**config.mk**
```make
export PLATFORM = sky130hd
export DESIGN_NAME = mme_ram
export DESIGN_NICKNAME = d
export VERILOG_FILES = /design/src/design/mme_ram.sv
export SDC_FILE = /design/constraint.sdc
export NUM_CORES = 1
export LEC_CHECK = 0
export BUFFER_PORTS_ARGS = -buffer_cell sky130_fd_sc_hd__buf_4
export CORE_UTILIZATION = 33
export CTS_BUF_LIST = sky130_fd_sc_hd__clkbuf_8
export DETAILED_ROUTE_END_ITERATION = 10
export SLEW_MARGIN = 10
export SYNTH_ARGS = -nofsm -noshare
export SYNTH_HDL_FRONTEND = slang
export SYNTH_SLANG_ARGS = --single-unit
```
**constraint.sdc**
```tcl
create_clock -name clk -period 2 [get_ports clk]
set_input_delay 0.4 -clock clk [delete_from_list [all_inputs] [get_ports clk]]
set_output_delay 0.4 -clock clk [all_outputs]
set_load 0.005 [all_outputs]
```
**src/design/mme_ram.sv**
```systemverilog
`default_nettype none

module mme_ram #(
  parameter int WIDTH = 8,
  parameter int DEPTH = 16
) (
  input  wire logic                                       clk,
  input  wire logic                                       we,
  input  wire logic [((DEPTH > 1) ? $clog2(DEPTH) : 1)-1:0] waddr,
  input  wire logic [WIDTH-1:0]                           wdata,
  input  wire logic [((DEPTH > 1) ? $clog2(DEPTH) : 1)-1:0] raddr,
  output logic      [WIDTH-1:0]                           rdata
);

  logic [WIDTH-1:0] mem [DEPTH];

  always_ff @(posedge clk) begin
    if (we) begin
      mem[waddr] <= wdata;
    end
    rdata <= mem[raddr];
  end

endmodule

`default_nettype wire

```
==> results of run 1 <==
## through the flow
| step | setup slack (ps) | total power, uW |
|---|---|---|
| floorplan | 107 | 3420 |
| global placement | 52.4 | 3590 |
| detailed placement | 57.9 | 3600 |
| CTS | 518 | 5360 |
| global route | 445 | 5510 |
| finish | 513 | 5290 |
## routing by layer
| layer | global-route usage (%) | up-vias |
|---|---|---|
| li1 | - | 1083 |
| met1 | 19.2 | 1252 |
| met2 | 20.1 | 69 |
| met3 | 4.01 | 11 |
| met4 | 4.90 | 0 |
| met5 | 0 | - |
## synth_stat cells
cell             count  area share, %
nor3_1               4           0.39
nand3_1              1          0.097
buf_4                1           0.15
nand2b_1             2           0.24
buf_2                3           0.29
dfxtp_1              8            3.1
a22oi_1             16            2.3
buf_6                3           0.66
nor2b_1              1           0.12
and2b_1              1           0.15
nor2_1              13           0.95
or3b_2               1           0.17
nand2_1              9           0.66
mux4_2              18            7.9
nand3b_1             2           0.29
mux4_1              14            7.1
clkdlybuf4s25_2      3           0.58
edfxtp_1           128             75
and2_1               1           0.12
## cell type report
type                            instances  area share [%]
Multi-Input combinational cell         83            17.6
Clock buffer                           17            3.90
Timing Repair Buffer                   48            6.63
Clock inverter                         14            1.19
Tap cell                              188            3.92
Sequential cell                       136            66.7
## path summary, 6_finish.rpt
path                                  from          to  slack, ps  depth (start not counted)
worst max register to register   mem[3][1]    rdata[1]        580                          3
worst max-delay path              raddr[0]    rdata[1]        510                          5
worst min register to register  mem[15][6]    rdata[6]        670                          3
worst min-delay path              wdata[7]  mem[13][7]        290                          1
## where the power goes
| group | internal [uW] | switching [uW] | total, uW |
|---|---|---|---|
| registers | 3180 | 19.7 | 3200 |
| clock network | 809 | 958 | 1770 |
| logic | 155 | 168 | 323 |
## flip-flops by register name (all words and copies together) (netlist names)
register	count
mem	128
rdata	8
## cells in the final DEF (no fill, tap or decap)
cell type   synthesis  layout
clkinv_2            0       5
mux4_2             18      18
clkbuf_8            0      17
buf_12              0       3
dfxtp_1             8       8
clkinv_4            0       1
clkinvlp_4          0       2
nand3b_1            2       2
edfxtp_1          128     128
and2b_1             1       1
clkinv_1            0       3
and2_1              1       1
nand2b_1            2       2
or3b_2              1       1
nand2_1             9       9
mux4_1             14      14
nor3_1              4       4
nor2b_1             1       1
nand3_1             1       1
buf_4               1      45
nor2_1             13      13
a22oi_1            16      16
inv_1               0       3
## kinds of logic (layout without fill, tap and decap cells)
kind of cell	after synthesis	after routing	synth area share [%]
and+or+nand+nor	35	35	3.18
DFF	136	136	77.8
muxes	32	32	15.0
buffers and inverters	10	79	1.68
AOI/OAI and AO/OA	16	16	2.33
==> impl_metrics.yaml, run 1 <==
floorplanning:
  die_area_mm2: 0.0161
  die_h_um: 127
  die-width_um: 127
  rows: 45
  initial_utilization_pct: 33.9
  core_area_mm2: 0.0152
  ios: 26
timing:
  maxSlewHeadroom_pct: 72.4
  skew_ps: 10.5
  holdWs_ps: 290
  finalCritPeriodShare_pct: 74.4
  timing.fmax_mhz: 672
  setup_viol: 0
  rsz0062_at_grt: "no"
  period_needed_ps: 1490
  tightest_slew_ps: 414
  slew_viol_final: 0
  setup_tns_ps: 0
  finalHoldViolCount: 0
final_layout:
  final_area_mm2: 0.00600
  fin_util_pct: 39.5
  area_growth_syn_to_layout_pct: 16.6
  drive_above_1_share_pct: 30.9
  nNetsFinal: 304
  seq_area_mm2: 0.00400
  final_cells: 486
  antenna_cells: 0
  fillerInstances: 1382
  multi_input_area_mm2: 0.00106
placed_design:
  placed_cells: 455
  io_buffers: 25
  placed_area_mm2: 0.00569
  place.gp.congestion: 0.760
  hpwl_mm: 6.62
synth:
  synth_cell_type_count: 19
  seq_area_frac_synth_pct: 77.8
  synth_area_per_cell_um2: 22.5
  synthesis.nets: 247
  ys_seq_elements: 136
  synthesis.area_mm2: 0.00515
  synthCells: 229
  yosys_warnings: 0
worst_setup_path:
  worstPathArrival_ps: 1790
  crit_fanout: 9
  critical_path_buf_inv_count: 2
  cpMostUsedCell: "buf_4"
  crit_family: "multiplexers"
  cpMaxStageDelayCell: "mux4_1"
  cp.required_ps: 2310
  criticalPathCategory: "input pin to flip-flop"
  cp-start-kind: "input pin"
  crit_path_end_kind: "flip-flop"
  critPathMaxStageDelay_ps: 560
  path_cells: "buf_4, buf_4, mux4_1, a22oi_1, nand2_1"
cts:
  hold_buffers: 0
  cts_resized: 0
  cts_max_level: 4
  postCtsSetupRepairBufs: 0
  cts_root_buf: "clkbuf_8"
  insertion_delay_ps: 420
  cts_tree: "done"
  clkTransAtPathRegs_ps: 70
  cts_buffer_depth: 2
  numClockSinks: 136
  cts_made_buffers: 17
route:
  vias: 2415
  drtIter0Drc: 232
  wirelength_mm: 9.95
  routedWlPerCell_um: 20.5
  ant_nets: 0
  drtPass1Iterations: 4
  post-route-drc-count: 0
  top_layer: "met4"
  wl_met1_mm: 4.81
  met3_length_um: 457
  viasPerCell: 4.97
  wl_met2_mm: 4.56
global_route:
  antenna_found_initial: 0
  grt_start_max_net_pins: 17
  overflow: 0
  grt_first_pass_wirelength_mm: 15.5
  grt.total_usage_pct: 13.6
  first_global_vias: 2492
power_and_ir_drop:
  power_density_mw_per_mm2: 882
  power_leakage_uw: 0.00202
  ir_worst_vdd_mv: 0.470
outcome:
  status: "finished clean"
job:
  cap_violations: 0
min_path:
  hp-class: "input pin to flip-flop"
No activity file was read; power rests on OpenSTA's default activity.
==> run 2, diff against run 1 <==
==> constraint.sdc (replaced) <==
create_clock -name clk -period 1.44 [get_ports clk]
set_input_delay 0.288 -clock clk [delete_from_list [all_inputs] [get_ports clk]]
set_output_delay 0.288 -clock clk [all_outputs]
set_load 0.005 [all_outputs]
==> impl_metrics.yaml, run 2 (same netlist as run 1, synthesis figures left out) <==
cts:
  cts_tree: "done"
  clkTransAtPathRegs_ps: 80
  hold_buffers: 0
  cts_root_buf: "clkbuf_8"
  insertion_delay_ps: 430
  numClockSinks: 136
  postCtsSetupRepairBufs: 0
  cts_max_level: 4
  cts_resized: 0
  cts_made_buffers: 17
  cts_buffer_depth: 2
timing:
  holdWs_ps: 175
  maxSlewHeadroom_pct: 46.1
  setup_viol: 0
  tightest_slew_ps: 807
  finalHoldViolCount: 0
  period_needed_ps: 1330
  slew_viol_final: 0
  rsz0062_at_grt: "no"
  finalCritPeriodShare_pct: 92.3
  skew_ps: 14.6
  setup_tns_ps: 0
  timing.fmax_mhz: 752
floorplanning:
  core_area_mm2: 0.0152
  die_h_um: 127
  die-width_um: 127
  rows: 45
  initial_utilization_pct: 33.9
  ios: 26
  die_area_mm2: 0.0161
route:
  wirelength_mm: 9.82
  met3_length_um: 445
  wl_met1_mm: 4.50
  post-route-drc-count: 0
  wl_met2_mm: 4.80
  drtIter0Drc: 175
  vias: 2393
  drtPass1Iterations: 5
  viasPerCell: 4.90
  routedWlPerCell_um: 20.1
  top_layer: "met4"
  ant_nets: 0
worst_setup_path:
  crit_path_end_kind: "flip-flop"
  worstPathArrival_ps: 1630
  reg2reg_from: "mem[5][0]"
  reg2reg_to: "rdata[0]"
  criticalPathCategory: "flip-flop to flip-flop"
  cp.required_ps: 1740
  cp-start-kind: "flip-flop"
  r2r_slack_ps: 110
  rr_worst_depth: 3
  crit_fanout: 1
placed_design:
  placed_cells: 456
  hpwl_mm: 6.65
  place.gp.congestion: 0.709
  io_buffers: 25
min_path:
  holdPathStages: 1
  min_to: "mem[4][0]"
  hp-class: "input pin to flip-flop"
  hold_start: "wdata[0]"
power_and_ir_drop:
  power_uw: 8270
  power_density_mw_per_mm2: 1340
  ir_worst_vdd_mv: 0.639
  power_leakage_uw: 0.00208
final_layout:
  max_flop_register: "mem"
  drive_above_1_share_pct: 34.0
  final_cell_mix: "edfxtp_1 (128), buf_4 (44), mux4_2 (18), clkbuf_8 (17), a22oi_1 (16)"
  area_growth_syn_to_layout_pct: 20.0
  top_regs: "mem x128, rdata x8"
  largest_register_ffs: 128
  final_cells: 488
  final_common_cell: "edfxtp_1"
  antenna_cells: 0
  nNetsFinal: 305
global_route:
  grt_first_pass_wirelength_mm: 14.9
  grt_start_max_net_pins: 17
  overflow: 0
  antenna_found_initial: 0
  first_global_vias: 2537
  grt.total_usage_pct: 13.0
job:
  cap_violations: 0
outcome:
  status: "finished clean"
## run 2: cell types whose count changed in the layout (fill, tap and decap cells not counted), sizes merged
cell and change:
buf +1, clkinvlp +2, clkinv -5, bufinv +4
## run 2: final cells by class
type                       count  area [um2]
clock buffer                  17         234
clock inverter                15         203
fill                        1356        9020
multi-input combinational     83        1070
sequential                   136        4000
tap                          188         235
timing repair buffer          49         430
## run 2: where the power goes
part | leakage, uW | switching, uW | internal [uW]
registers | 0.00122 | 29.9 | 4420
clock network | 0.000210 | 1470 | 1890
logic | 0.000642 | 230 | 225
## run 2: metal layers
metal | GRT usage [%] | up-vias
li1 | - | 1088
met5 | 0 | -
met4 | 4.48 | 0
met3 | 3.54 | 8
met2 | 20.6 | 60
met1 | 17.3 | 1237
## run 2: worst max-delay path by stage
| stage | startpoint | to | cells past startpoint |
|---|---|---|---|
| 2_1_floorplan | waddr[2] | mem[3][0] | 2 |
| 4_1_cts | mem[5][0] | rdata[0] | 3 |
| 6_report | mem[5][0] | rdata[0] | 3 |
| 3_3_place_gp | raddr[0] | rdata[2] | 5 |
| 3_5_place_dp | raddr[0] | rdata[2] | 5 |
| 5_1_grt | mem[5][0] | rdata[0] | 3 |
## run 2: worst max-delay path, cell delays in order, from the launching register on
cell and delay (ps):
edfxtp_1 370, mux4_1 540, a22oi_1 190, nand2_1 110
## run 2: per-stage QoR
stage,cell area (um2),worst slack (ps),utilization [%]
2_1_floorplan,5160,-114,-
3_3_place_gp,5740,-205,37.8
3_5_place_dp,5740,-205,37.8
4_1_cts,6180,59.7,40.6
5_1_grt,6180,19.0,40.6
6_report,6180,110,40.6
==> run 3, diff against run 2 <==
--- a/config.mk
+++ b/config.mk
@@ -6,9 +6,12 @@
 export NUM_CORES = 1
 export LEC_CHECK = 0
 export BUFFER_PORTS_ARGS = -buffer_cell sky130_fd_sc_hd__buf_4
+export CELL_PAD_IN_SITES_DETAIL_PLACEMENT = 0
+export CELL_PAD_IN_SITES_GLOBAL_PLACEMENT = 1
 export CORE_UTILIZATION = 33
 export CTS_BUF_LIST = sky130_fd_sc_hd__clkbuf_8
 export DETAILED_ROUTE_END_ITERATION = 10
+export PLACE_DENSITY_LB_ADDON = 0.1
 export SLEW_MARGIN = 10
 export SYNTH_ARGS = -nofsm -noshare
 export SYNTH_HDL_FRONTEND = slang
==> impl_metrics.yaml, run 3 (same netlist as run 1, synthesis figures left out) <==
outcome:
  status: "finished clean"
floorplanning:
  die_area_mm2: 0.0161
  die_h_um: 127
  die-width_um: 127
  rows: 45
  ios: 26
  core_area_mm2: 0.0152
  initial_utilization_pct: 33.9
route:
  routedWlPerCell_um: 21.9
  wirelength_mm: 10.9
  viasPerCell: 4.95
  drtPass1Iterations: 4
  ant_nets: 0
  post-route-drc-count: 0
  drtIter0Drc: 204
  vias: 2467
timing:
  finalCritPeriodShare_pct: 95.1
  finalHoldViolCount: 0
  holdWs_ps: 166
  tightest_slew_ps: 824
  rsz0062_at_grt: "no"
  slew_viol_final: 0
  setup_ws_ps: 70.4
  setup_viol: 0
  period_needed_ps: 1370
  maxSlewHeadroom_pct: 44.9
  timing.fmax_mhz: 730
  skew_ps: 7.85
placed_design:
  hpwl_mm: 7.28
  io_buffers: 25
  placed_cells: 466
  place_ws_ps: -308
  place.gp.congestion: 0.694
final_layout:
  drive_above_1_share_pct: 35.2
  final_cell_mix: "edfxtp_1 (128), buf_4 (55), mux4_2 (18), clkbuf_8 (17)"
  largest_register_ffs: 128
  fin_util_pct: 40.9
  area_growth_syn_to_layout_pct: 20.8
  top_regs: "mem x128, rdata x8"
  max_flop_register: "mem"
  final_cells: 498
  fillerInstances: 1361
  antenna_cells: 0
  final_common_cell: "edfxtp_1"
  nNetsFinal: 315
min_path:
  min_to: "mem[3][1]"
  hold_start: "wdata[1]"
  hp-class: "input pin to flip-flop"
  holdPathStages: 1
cts:
  cts_root_buf: "clkbuf_8"
  cts_buffer_depth: 2
  cts_made_buffers: 17
  numClockSinks: 136
  hold_buffers: 0
  cts_tree: "done"
  cts_max_level: 4
  clkTransAtPathRegs_ps: 80
  insertion_delay_ps: 440
worst_setup_path:
  crit_fanout: 1
  cp-start-kind: "flip-flop"
  crit_start: "mem[0][2]"
  crit_path_end_kind: "flip-flop"
  worstPathArrival_ps: 1690
  rr_worst_depth: 3
  r2r_slack_ps: 70
  reg2reg_from: "mem[0][2]"
  criticalPathCategory: "flip-flop to flip-flop"
  reg2reg_to: "rdata[2]"
  cp.required_ps: 1760
global_route:
  overflow: 0
  grt_start_max_net_pins: 17
  grt.total_usage_pct: 15.0
  first_global_vias: 2565
  grt_first_pass_wirelength_mm: 16.4
  antenna_found_initial: 0
power_and_ir_drop:
  power_density_mw_per_mm2: 1310
  power_uw: 8110
  ir_worst_vdd_mv: 0.555
  power_leakage_uw: 0.00213
job:
  cap_violations: 0
-- run 3: power breakdown --
| group | switching [uW] | total, uW | internal (uW) |
|---|---|---|---|
| Combinational | 246 | 482 | 236 |
| Sequential | 28.0 | 4450 | 4420 |
| Clock | 1350 | 3180 | 1830 |
| Total | 1620 | 8110 | 6490 |
-- run 3: worst max-delay path by stage --
stage / to / slack, ps / cells past startpoint
after detailed placement: rdata[5] / -310 / 5
after global routing: rdata[5] / 4 / 3
after CTS: rdata[5] / 20 / 3
after global placement: rdata[3] / -330 / 5
after floorplan: mem[3][0] / -110 / 2
final: rdata[2] / 70 / 3
-- run 3: layout make-up --
type	count	area [um2]	area share (%)
clock buffers	17	234	3.76
clock inverters	15	168	2.70
multi-input cells	83	1080	17.4
flip-flops and latches	136	4000	64.4
well taps	188	235	3.78
repair buffers	59	493	7.93
-- run 3: what timing repair did --
item,in CTS,in global routing
pin swaps,0,1
resized for setup,1,1
endpoints found under the setup margin,1,1
buffers inserted,0,0
-- run 3: worst max-delay path: stages, from the launching register on --
cell and delay (ps):
edfxtp_1 370, mux4_1 500, a22oi_1 290, nand2_1 90
-- run 3: through the flow --
| step | setup TNS [ps] | area (um2) |
|---|---|---|
| after floorplan | -3520 | 5160 |
| after global placement | -7010 | 5800 |
| after detailed placement | -6890 | 5800 |
| after CTS | 0 | 6210 |
| after global routing | 0 | 6220 |
| final | 0 | 6220 |
-- run 3: layer usage --
| layer | vias up | routed length (um) | part of all wire [%] | track usage (%) |
|---|---|---|---|---|
| li1 | 1107 | - | - | - |
| met1 | 1307 | 5170 | 47 | 20.4 |
| met2 | 41 | 5240 | 48 | 22.9 |
| met3 | 12 | 328 | 3.0 | 3.71 |
| met4 | 0 | 170 | 1.6 | 7.14 |
| met5 | - | 0 | 0 | 0 |
