### src/design/mme_rem.sv
`default_nettype none

// restoring remainder, one dividend bit per cycle
module mme_rem #(
  parameter int DW = 34,
  parameter int QW = 31
) (
  input  wire logic          clk,
  input  wire logic          rst,
  input  wire logic          start,
  input  wire logic [DW-1:0] dividend,
  input  wire logic [QW-1:0] divisor,
  output logic               done,
  output logic      [QW-1:0] rem
);

  localparam int CntW = $clog2(DW + 1);

  logic [DW-1:0]   shreg;
  logic [QW-1:0]   dsr;
  logic [CntW-1:0] cnt;
  logic [QW:0]     trial;

  assign trial = {rem, shreg[DW-1]};

  always_ff @(posedge clk) begin
    if (rst) begin
      cnt  <= '0;
      done <= 1'b0;
    end else begin
      done <= 1'b0;
      if (start) begin
        cnt <= CntW'(DW);
      end else if (cnt != '0) begin
        cnt <= cnt - 1'b1;
        if (cnt == CntW'(1)) begin
          done <= 1'b1;
        end
      end
    end
  end

  always_ff @(posedge clk) begin
    if (start) begin
      shreg <= dividend;
      dsr   <= divisor;
      rem   <= '0;
    end else if (cnt != '0) begin
      shreg <= shreg << 1;
      if (trial >= {1'b0, dsr}) begin
        rem <= QW'(trial - {1'b0, dsr});
      end else begin
        rem <= trial[QW-1:0];
      end
    end
  end

endmodule

`default_nettype wire

### config.mk
export PLATFORM = sky130hd
export DESIGN_NAME = mme_rem
export DESIGN_NICKNAME = d
export VERILOG_FILES = /design/src/design/mme_rem.sv
export SDC_FILE = /design/constraint.sdc
export NUM_CORES = 1
export LEC_CHECK = 0
export ABC_AREA = 1
export BUFFER_PORTS_ARGS = -buffer_cell sky130_fd_sc_hd__buf_2
export CORE_MARGIN = 3
export CORE_UTILIZATION = 40
export DETAILED_ROUTE_END_ITERATION = 12
export SETUP_SLACK_MARGIN = 0.02
export SYNTH_ARGS = -nofsm -noshare
export SYNTH_HDL_FRONTEND = slang
export SYNTH_SLANG_ARGS = --single-unit
### constraint.sdc
create_clock -name clk -period 4.4 [get_ports clk]
set_input_delay 0.88 -clock clk [delete_from_list [all_inputs] [get_ports clk]]
set_output_delay 0.88 -clock clk [all_outputs]
set_load 0.05 [all_outputs]
==> results of run 1 <==
-- through the flow --
step | instances | setup WS (ns) | instance area [sq um] | util, %
final | 1279 | 1.684 | 7840 | 46.94
after global routing | 1279 | 1.423 | 7840 | 46.94
after global placement | 1263 | 1.758 | 7540 | 45.15
after CTS | 1279 | 1.659 | 7840 | 46.94
after floorplan | 963 | 1.986 | 6879 | -
after detailed placement | 1263 | 1.678 | 7540 | 45.15
-- flip-flops by register name, indices dropped and copies added, names as in the netlist --
signal	count
dsr	31
done	1
cnt	6
rem	31
shreg	34
-- routing by layer --
layer | GRT usage [%] | vias to the layer above | wire length, um
li1 | - | 3188 | -
met3 | 5.331 | 14 | 1204
met4 | 4.268 | 0 | 172
met2 | 30.27 | 133 | 7757
met1 | 25.60 | 2631 | 8031
met5 | 0 | - | 0
-- worst max path at each step --
stage          startpoint  depth (start not counted)  slack [ns]         to
4_1_cts         shreg[33]                         14        1.66    rem[25]
3_5_place_dp    shreg[33]                         14        1.68    rem[25]
3_3_place_gp        start                          4        1.76  shreg[13]
2_1_floorplan      rem[0]                         15        1.99     rem[0]
5_1_grt         shreg[33]                         14        1.42    rem[26]
6_report        shreg[33]                         14        1.68    rem[25]
-- power groups by stage --
stage / logic, mW / registers (mW) / clock network (mW)
after floorplan: 1.80 / 1.83 / 0
after global placement: 2.77 / 1.45 / 0
after detailed placement: 2.78 / 1.45 / 0
after CTS: 2.79 / 1.43 / 0.849
after global routing: 3.11 / 1.46 / 0.889
final: 2.78 / 1.43 / 0.826
-- cell usage in the layout (no fill, tap or decap), types with 12 or more instances in the layout --
master	Yosys	routed
dfxtp_1	38	38
a21oi_2	19	19
nor2_1	52	52
a21oi_1	30	30
nand3_1	60	60
inv_1	159	159
o21ai_0	25	25
edfxtp_1	65	65
nand2_1	369	369
ha_1	34	34
buf_2	4	99
nand3_2	12	12
-- critical path, stage by stage, from the launching register on --
cell	delay (ns)
edfxtp_1	0.36
inv_1	0.05
ha_1	0.22
fa_1	0.37
inv_1	0.11
nand2_1	0.09
nand2_1	0.07
nand3b_1	0.08
nand2_2	0.10
nand2_2	0.06
nand3_2	0.07
nand2_4	0.27
nand2_4	0.43
nand3_1	0.18
a21oi_2	0.17
-- logic make-up (layout without fill, tap and decap cells) --
| kind of cell | count (synthesis) | count (layout) | synth area share (%) |
|---|---|---|---|
| xor+xnor | 16 | 16 | 2.037 |
| simple gates | 536 | 536 | 33.52 |
| buf+inv | 188 | 284 | 11.11 |
| flops | 103 | 103 | 39.43 |
| compound gates | 85 | 85 | 7.421 |
| fa+ha+maj | 35 | 35 | 6.475 |
-- area by class of cell --
cell class	count	area, sq um
Inverter	164	616.8
Tap cell	220	275.3
Clock inverter	7	75.07
Sequential cell	103	2713
Multi-Input combinational cell	672	3402
Timing Repair Buffer	104	533.0
Fill cell	1763	8861
Clock buffer	9	225.2
-- cell usage after synthesis (all sizes together) --
cell type | number | area, sq um
xnor2 | 9 | 78.83
o21ai | 31 | 155.2
nand3 | 72 | 420.4
xor2 | 7 | 61.31
nor3 | 2 | 15.01
ha | 34 | 425.4
nand3b | 11 | 82.58
fa | 1 | 20.02
nand4 | 6 | 37.54
o21a | 1 | 7.510
clkbuf | 9 | 33.78
dfxtp | 38 | 760.7
a21oi | 49 | 316.5
clkinv | 2 | 8.750
nand2 | 380 | 1464
nor2 | 61 | 261.5
buf | 15 | 113.9
a221oi | 1 | 8.760
inv | 162 | 608.1
and2 | 2 | 12.51
or2 | 2 | 12.52
edfxtp | 65 | 1952
o21bai | 3 | 22.52
==> flow_summary.toml, run 1 <==
[die]
die_h_um = 137.1
dieWidth_um = 137.1
io_pins = 100
start_util_pct = 41.19
num_rows = 47
dieArea_sq_um = 18810
core_region_area_sq_um = 16700

[clocking]
worstSkewPairLatency_ns = 0.37
clk_path_buf_depth = 2
cts_root_buffer = "clkbuf_16"
cts_buffers = 9
tritoncts = "built"
postCtsSetupBuffers = 0
h-tree-depth = 3
cts_resized = 0
numClockSinks = 103
path_clk_slew_ns = 0.08
hold_buffers = 0

[sta]
rsz0062_at_grt = "no"
hold_ws_ns = 0.4811
fin_worst_skew_ns = 0.01291
slew_headroom_pct = 46.89
worstMarginPinSlew_ns = 0.7966
setup-violations-final = 0
drv_slew = 0
period_minus_slack_ns = 2.716
fmax_mhz = 368.2
finalCritPeriodShare_pct = 61.73
hold_viol = 0
fin_setup_tns_ns = 0

[synthesis]
synthCells = 963
synth.cell_area_sq_um = 6879
ys_ff_latch = 103
synth.avg_cell_area_sq_um = 7.143
yosysWarnings = 0
ys_types = 37
syn_nets = 1066
yosysSeqAreaShare_pct = 39.43

[placement]
globalplace.congestion = 0.9009
portBuffers = 99
hpwl_um = 13040

[drt]
routed_via_density = 4.665
drt-pass1-iter-count = 5
drc_errors = 0
wl_per_cell_um = 13.42
first_iter_violations = 365
vias = 5966
finalWirelength_um = 17170
drtAntennaViolNets = 0

[power]
ir_drop_mv = 0.3030
leakage_nw = 4.197
pwr-share-seq_pct = 28.4
total_power_mw = 5.031
p_clk_share_pct = 16.4
internal_power_mw = 2.515
p_switching_mw = 2.515
power_density_nw_per_um2 = 641.7
combinationalPowerShare_pct = 55.2
netSwitchingFraction_pct = 50.00

[worst_setup_path]
worst-setup-path-type = "reg2reg"
crit_required_ns = 4.70
worst-path-max-fanout = 34
r2r-start = "shreg[33]"
reg2regPathDepth = 14
cp-start-kind = "flop"
end_kind = "flop"
r2r_slack_ns = 1.68
crit_arrival_ns = 3.02
regToRegEndpoint = "rem[25]"

[grt]
grt_pass1_vias = 5568
grt_pass1_wl_um = 28010
grt_usage_pct = 18.95
grt_max_degree = 56
grt-ovfl-total = 0
antenna_found_initial = 0

[min_path]
worstHoldPathType = "reg2reg"
min_path_cells = 1
hold_path_end = "cnt[0]"
min_from = "cnt[0]"

[cells_and_area]
diodes = 0
area_growth_pct = 13.97
drive_gt1_share_pct = 16.71
layout.nets = 1157

[status]
status = "completed"

[run]
drv_cap = 0
Power figures use the tool's default switching activity.
==> inputs of run 2 (changes only) <==
==> constraint.sdc (replaced) <==
create_clock -name clk -period 2.4 [get_ports clk]
set_input_delay 0.48 -clock clk [delete_from_list [all_inputs] [get_ports clk]]
set_output_delay 0.48 -clock clk [all_outputs]
set_load 0.05 [all_outputs]
==> flow_summary.toml, run 2 (synthesized netlist as in run 1, its figures left out) <==
[worst_setup_path]
crit_chain = "inv_1 -> ha_2 -> fa_2 -> inv_2 -> nand2_2 -> nand2_1 -> nand3b_1 -> nand2_2 -> nand2_2 -> nand3_2 -> nand2_4 -> nand2_8 -> buf_12 -> nand3_1 -> a21oi_2"
reg2regPathDepth = 15
crit_family = "simple AND/OR/NAND/NOR gates"
critPathSlowestCell = "edfxtp_1"
crit_top_cell = "nand2_2"
cp-start-kind = "flop"
end_kind = "flop"
crit_buf_inv = 3
worst-setup-path-type = "reg2reg"
worst-path-max-fanout = 5
slowest_delay_ns = 0.37
crit_arrival_ns = 2.51
cp.depth = 15
crit_required_ns = 2.70

[cells_and_area]
mostFrequentLayoutCell = "nand2_1"
layout_common_cells = "nand2_1, inv_1, buf_2, edfxtp_1, nand3_1"
reg_top3 = "shreg: 34 flops, dsr: 31 flops, rem: 31 flops"
fin_util_pct = 48.61
layout.nets = 1174
fin_cells = 1296
drive_gt1_share_pct = 18.87
area_growth_pct = 18.01
regMostFlops = "shreg"
diodes = 0
largest_reg_flops = 34
stdcell_area_sq_um = 8118

[die]
start_util_pct = 41.19
io_pins = 100
num_rows = 47
dieWidth_um = 137.1
dieArea_sq_um = 18810
core_region_area_sq_um = 16700
die_h_um = 137.1

[grt]
grt_usage_pct = 19.16
grt_pass1_vias = 5897
antenna_found_initial = 0
grt-ovfl-total = 0
grt_max_degree = 46
grt_pass1_wl_um = 28490

[power]
ir_drop_mv = 0.4566
total_power_mw = 9.650
power_density_nw_per_um2 = 1189
leakage_nw = 4.336

[clocking]
path_clk_slew_ns = 0.08
numClockSinks = 103
cts_root_buffer = "clkbuf_16"
tritoncts = "built"
h-tree-depth = 3
hold_buffers = 0
cts_buffers = 9
clk_path_buf_depth = 2
worstSkewPairLatency_ns = 0.37

[sta]
fin_setup_tns_ns = 0
drv_slew = 0
hold_viol = 0
setup-violations-final = 0
fin_worst_skew_ns = 0.01488
slew_headroom_pct = 63.38
fmax_mhz = 452.7
finalCritPeriodShare_pct = 92.04
period_minus_slack_ns = 2.209
rsz0062_at_grt = "no"
worstMarginPinSlew_ns = 0.5487

[run]
drv_cap = 0

[min_path]
min_path_cells = 1
worstHoldPathType = "in2reg"

[drt]
drtAntennaViolNets = 0
finalWirelength_um = 17670
drt-pass1-iter-count = 5
first_iter_violations = 350
wl_per_cell_um = 13.63
drc_errors = 0
routed_via_density = 4.725
vias = 6123

[placement]
dp_cells = 1274
globalplace.congestion = 0.8883
post_dp_cell_area_sq_um = 7636
hpwl_um = 13100
portBuffers = 99

[status]
status = "completed"
==> run 2: changes by cell type in the layout (fill, tap and decap cells not counted), sizes merged <==
cell | previous run | this run
inv | 166 | 165
buf | 104 | 119
clkinvlp | 1 | 0
clkinv | 4 | 6
clkbuf | 9 | 11
==> run 2: layout make-up <==
cell class | count | area, sq um
multi-input cells | 672 | 3438
clock buffers | 9 | 225.2
inverters | 164 | 616.8
well taps | 220 | 275.3
flip-flops and latches | 103 | 2714
repair buffers | 121 | 764.5
fillers | 1720 | 8583
clock inverters | 7 | 83.83
==> run 2: worst reg2reg max path, stage by stage, from the launching register on <==
cell and delay [ns]:
edfxtp_1 0.37, inv_1 0.06, ha_2 0.20, fa_2 0.33, inv_2 0.07, nand2_2 0.06
nand2_1 0.06, nand3b_1 0.09, nand2_2 0.11, nand2_2 0.06, nand3_2 0.08, nand2_4 0.11
nand2_8 0.14, buf_12 0.11, nand3_1 0.14, a21oi_2 0.16
==> run 2: power by group <==
group / leakage [nW] / internal, mW / switching (mW) / total [mW]
combinational: 3.20 / 1.85 / 3.66 / 5.51
clock: 0.151 / 0.749 / 0.772 / 1.52
sequential: 0.982 / 2.31 / 0.306 / 2.62
==> run 2: what timing repair did <==
item,4_1_cts,5_1_grt
buffers inserted,0,4
gates cloned,0,2
pin swaps,0,4
endpoints found under the setup margin,4,31
resized for setup,0,17
==> run 2: layer usage <==
layer | wire (um) | share of wire (%) | global-route usage [%] | vias up
met5 | 0 | 0 | 0 | -
met2 | 7917 | 45 | 30.68 | 130
met1 | 8414 | 48 | 25.84 | 2742
met3 | 960 | 5.4 | 4.485 | 23
met4 | 376 | 2.1 | 5.599 | 0
li1 | - | - | - | 3228
==> run 2: path summary, 6_finish.rpt <==
kind,startpoint,endpoint,slack [ns]
min,divisor[5],dsr[5],0.28
max reg2reg,shreg[33],rem[24],0.19
min reg2reg,cnt[3],cnt[3],0.48
max,shreg[33],rem[24],0.19
==> run 2: per-stage QoR <==
step,setup slack (ns),hold slack [ns]
2_1_floorplan,0.1511,0.4473
4_1_cts,0.01039,0.2670
3_5_place_dp,0.04574,0.4780
5_1_grt,0.02981,0.2681
3_3_place_gp,0.1246,0.4703
6_report,0.1911,0.2842
==> inputs of run 3 (changes only) <==
--- a/config.mk
+++ b/config.mk
@@ -8,7 +8,7 @@
 export ABC_AREA = 1
 export BUFFER_PORTS_ARGS = -buffer_cell sky130_fd_sc_hd__buf_2
 export CORE_MARGIN = 3
-export CORE_UTILIZATION = 40
+export CORE_UTILIZATION = 30
 export DETAILED_ROUTE_END_ITERATION = 12
 export SETUP_SLACK_MARGIN = 0.02
 export SYNTH_ARGS = -nofsm -noshare
==> flow_summary.toml, run 3 (synthesized netlist as in run 1, its figures left out) <==
[grt]
grt_pass1_vias = 5840
grt_max_degree = 46
antenna_found_initial = 3
grt_pass1_wl_um = 29040
grt_usage_pct = 14.74
grt-ovfl-total = 0

[cells_and_area]
diodes = 0
largest_reg_flops = 34
area_growth_pct = 18.39
reg_top3 = "shreg: 34 flops, dsr: 31 flops, rem: 31 flops"
mostFrequentLayoutCell = "nand2_1"
drive_gt1_share_pct = 18.25
layout_common_cells = "nand2_1, inv_1, buf_2, edfxtp_1, nand3_1"
layout.nets = 1172
fin_cells = 1354
nFillCells = 2375
regMostFlops = "shreg"

[drt]
drt-pass1-iter-count = 5
wl_per_cell_um = 13.66
vias = 6191
drtAntennaViolNets = 0
drc_errors = 0
routed_via_density = 4.572
finalWirelength_um = 18500
first_iter_violations = 384

[sta]
slew_headroom_pct = 66.42
hold_viol = 0
rsz0062_at_grt = "no"
period_minus_slack_ns = 2.198
setup-violations-final = 0
fmax_mhz = 455.0
fin_worst_skew_ns = 0.01601
worstMarginPinSlew_ns = 0.5032
drv_slew = 0
finalCritPeriodShare_pct = 91.57

[power]
leakage_nw = 4.300
p_switching_mw = 4.777
power_density_nw_per_um2 = 1172
pwr-share-seq_pct = 27.5
p_clk_share_pct = 16.4
ir_drop_mv = 0.4403
netSwitchingFraction_pct = 50.06
combinationalPowerShare_pct = 56.2
internal_power_mw = 4.765
total_power_mw = 9.542

[die]
start_util_pct = 31.04
dieWidth_um = 157.4
io_pins = 100
dieArea_sq_um = 24780
num_rows = 54
core_region_area_sq_um = 22160
die_h_um = 157.4

[min_path]
min_from = "divisor[5]"
hold_path_end = "dsr[5]"
worstHoldPathType = "in2reg"
min_path_cells = 1

[worst_setup_path]
regToRegEndpoint = "rem[10]"
worst-setup-path-type = "reg2reg"
crit_required_ns = 2.65
crit_arrival_ns = 2.45
end_kind = "flop"
r2r-start = "shreg[33]"
r2r_slack_ns = 0.20
worst-path-max-fanout = 17
cp-start-kind = "flop"
reg2regPathDepth = 15

[clocking]
h-tree-depth = 3
path_clk_slew_ns = 0.08
tritoncts = "built"
cts_buffers = 9
clk_path_buf_depth = 2
numClockSinks = 103
hold_buffers = 0
cts_root_buffer = "clkbuf_16"
worstSkewPairLatency_ns = 0.37

[placement]
dp_cells = 1330
globalplace.congestion = 0.9027
hpwl_um = 13860
portBuffers = 99

[run]
drv_cap = 0

[status]
status = "completed"
## run 3: stage by stage
step	TNS, ns	worst slack, ns	instance area [sq um]	hold slack [ns]	utilization, %
after global placement	0	0.1021	7681	0.4670	34.66
after detailed placement	-0.01380	-0.01380	7681	0.4758	34.66
after global routing	0	0.03007	8144	0.2604	36.75
after floorplan	0	0.1511	6880	0.4473	-
after CTS	0	0.03245	8011	0.2635	36.15
final	0	0.2024	8144	0.2839	36.75
## run 3: timing repair
item	in CTS	in global routing
pin swaps	0	5
endpoints found under the setup margin	11	31
cloned	0	3
gates resized for setup	1	8
buffers inserted	0	5
## run 3: how the worst max path moves through the flow
stage | from | endpoint | slack (ns) | cells past startpoint
floorplan | rem[18] | rem[14] | 0.15 | 14
global placement | shreg[33] | rem[17] | 0.10 | 14
detailed placement | shreg[33] | rem[25] | -0.01 | 14
CTS | shreg[33] | rem[0] | 0.03 | 15
global route | shreg[33] | rem[1] | 0.03 | 16
finish | shreg[33] | rem[10] | 0.20 | 15
## run 3: metal layers
metal  GRT usage [%]  vias to the layer above  share of wire (%)
met1           19.18                     2752                 47
met3           4.564                       37                6.9
li1                -                     3229                  -
met2           23.63                      167                 43
met4           4.339                        6                2.5
met5               0                        -               0.22
## run 3: layout make-up
cell class	count	area [sq um]	share of cell area, %
Inverter	164	616.8	7.574
Clock buffer	9	225.2	2.765
Timing Repair Buffer	118	698.2	8.573
Multi-Input combinational cell	673	3443	42.28
Clock inverter	7	96.34	1.183
Tap cell	280	350.3	4.302
Sequential cell	103	2714	33.32
## run 3: worst max-delay path: stages, from the launching register on
cell and delay (ns):
edfxtp_1 0.36, inv_1 0.05, ha_1 0.22, fa_2 0.34, inv_2 0.07, nand2_2 0.06, nand2_1 0.06, nand3b_1 0.09
nand2_2 0.10, nand2_2 0.07, nand3_4 0.09, nand2_8 0.10, nand2_4 0.25, nand2_1 0.09, nand2_1 0.08, o21ai_1 0.06
## run 3: power by group through the flow
stage / sequential (mW) / combinational, mW / clock, mW
6_report: 2.62 / 5.36 / 1.56
5_1_grt: 2.68 / 5.97 / 1.69
4_1_cts: 2.63 / 5.25 / 1.62
3_5_place_dp: 2.66 / 5.20 / 0
3_3_place_gp: 2.65 / 5.19 / 0
2_1_floorplan: 3.37 / 3.30 / 0
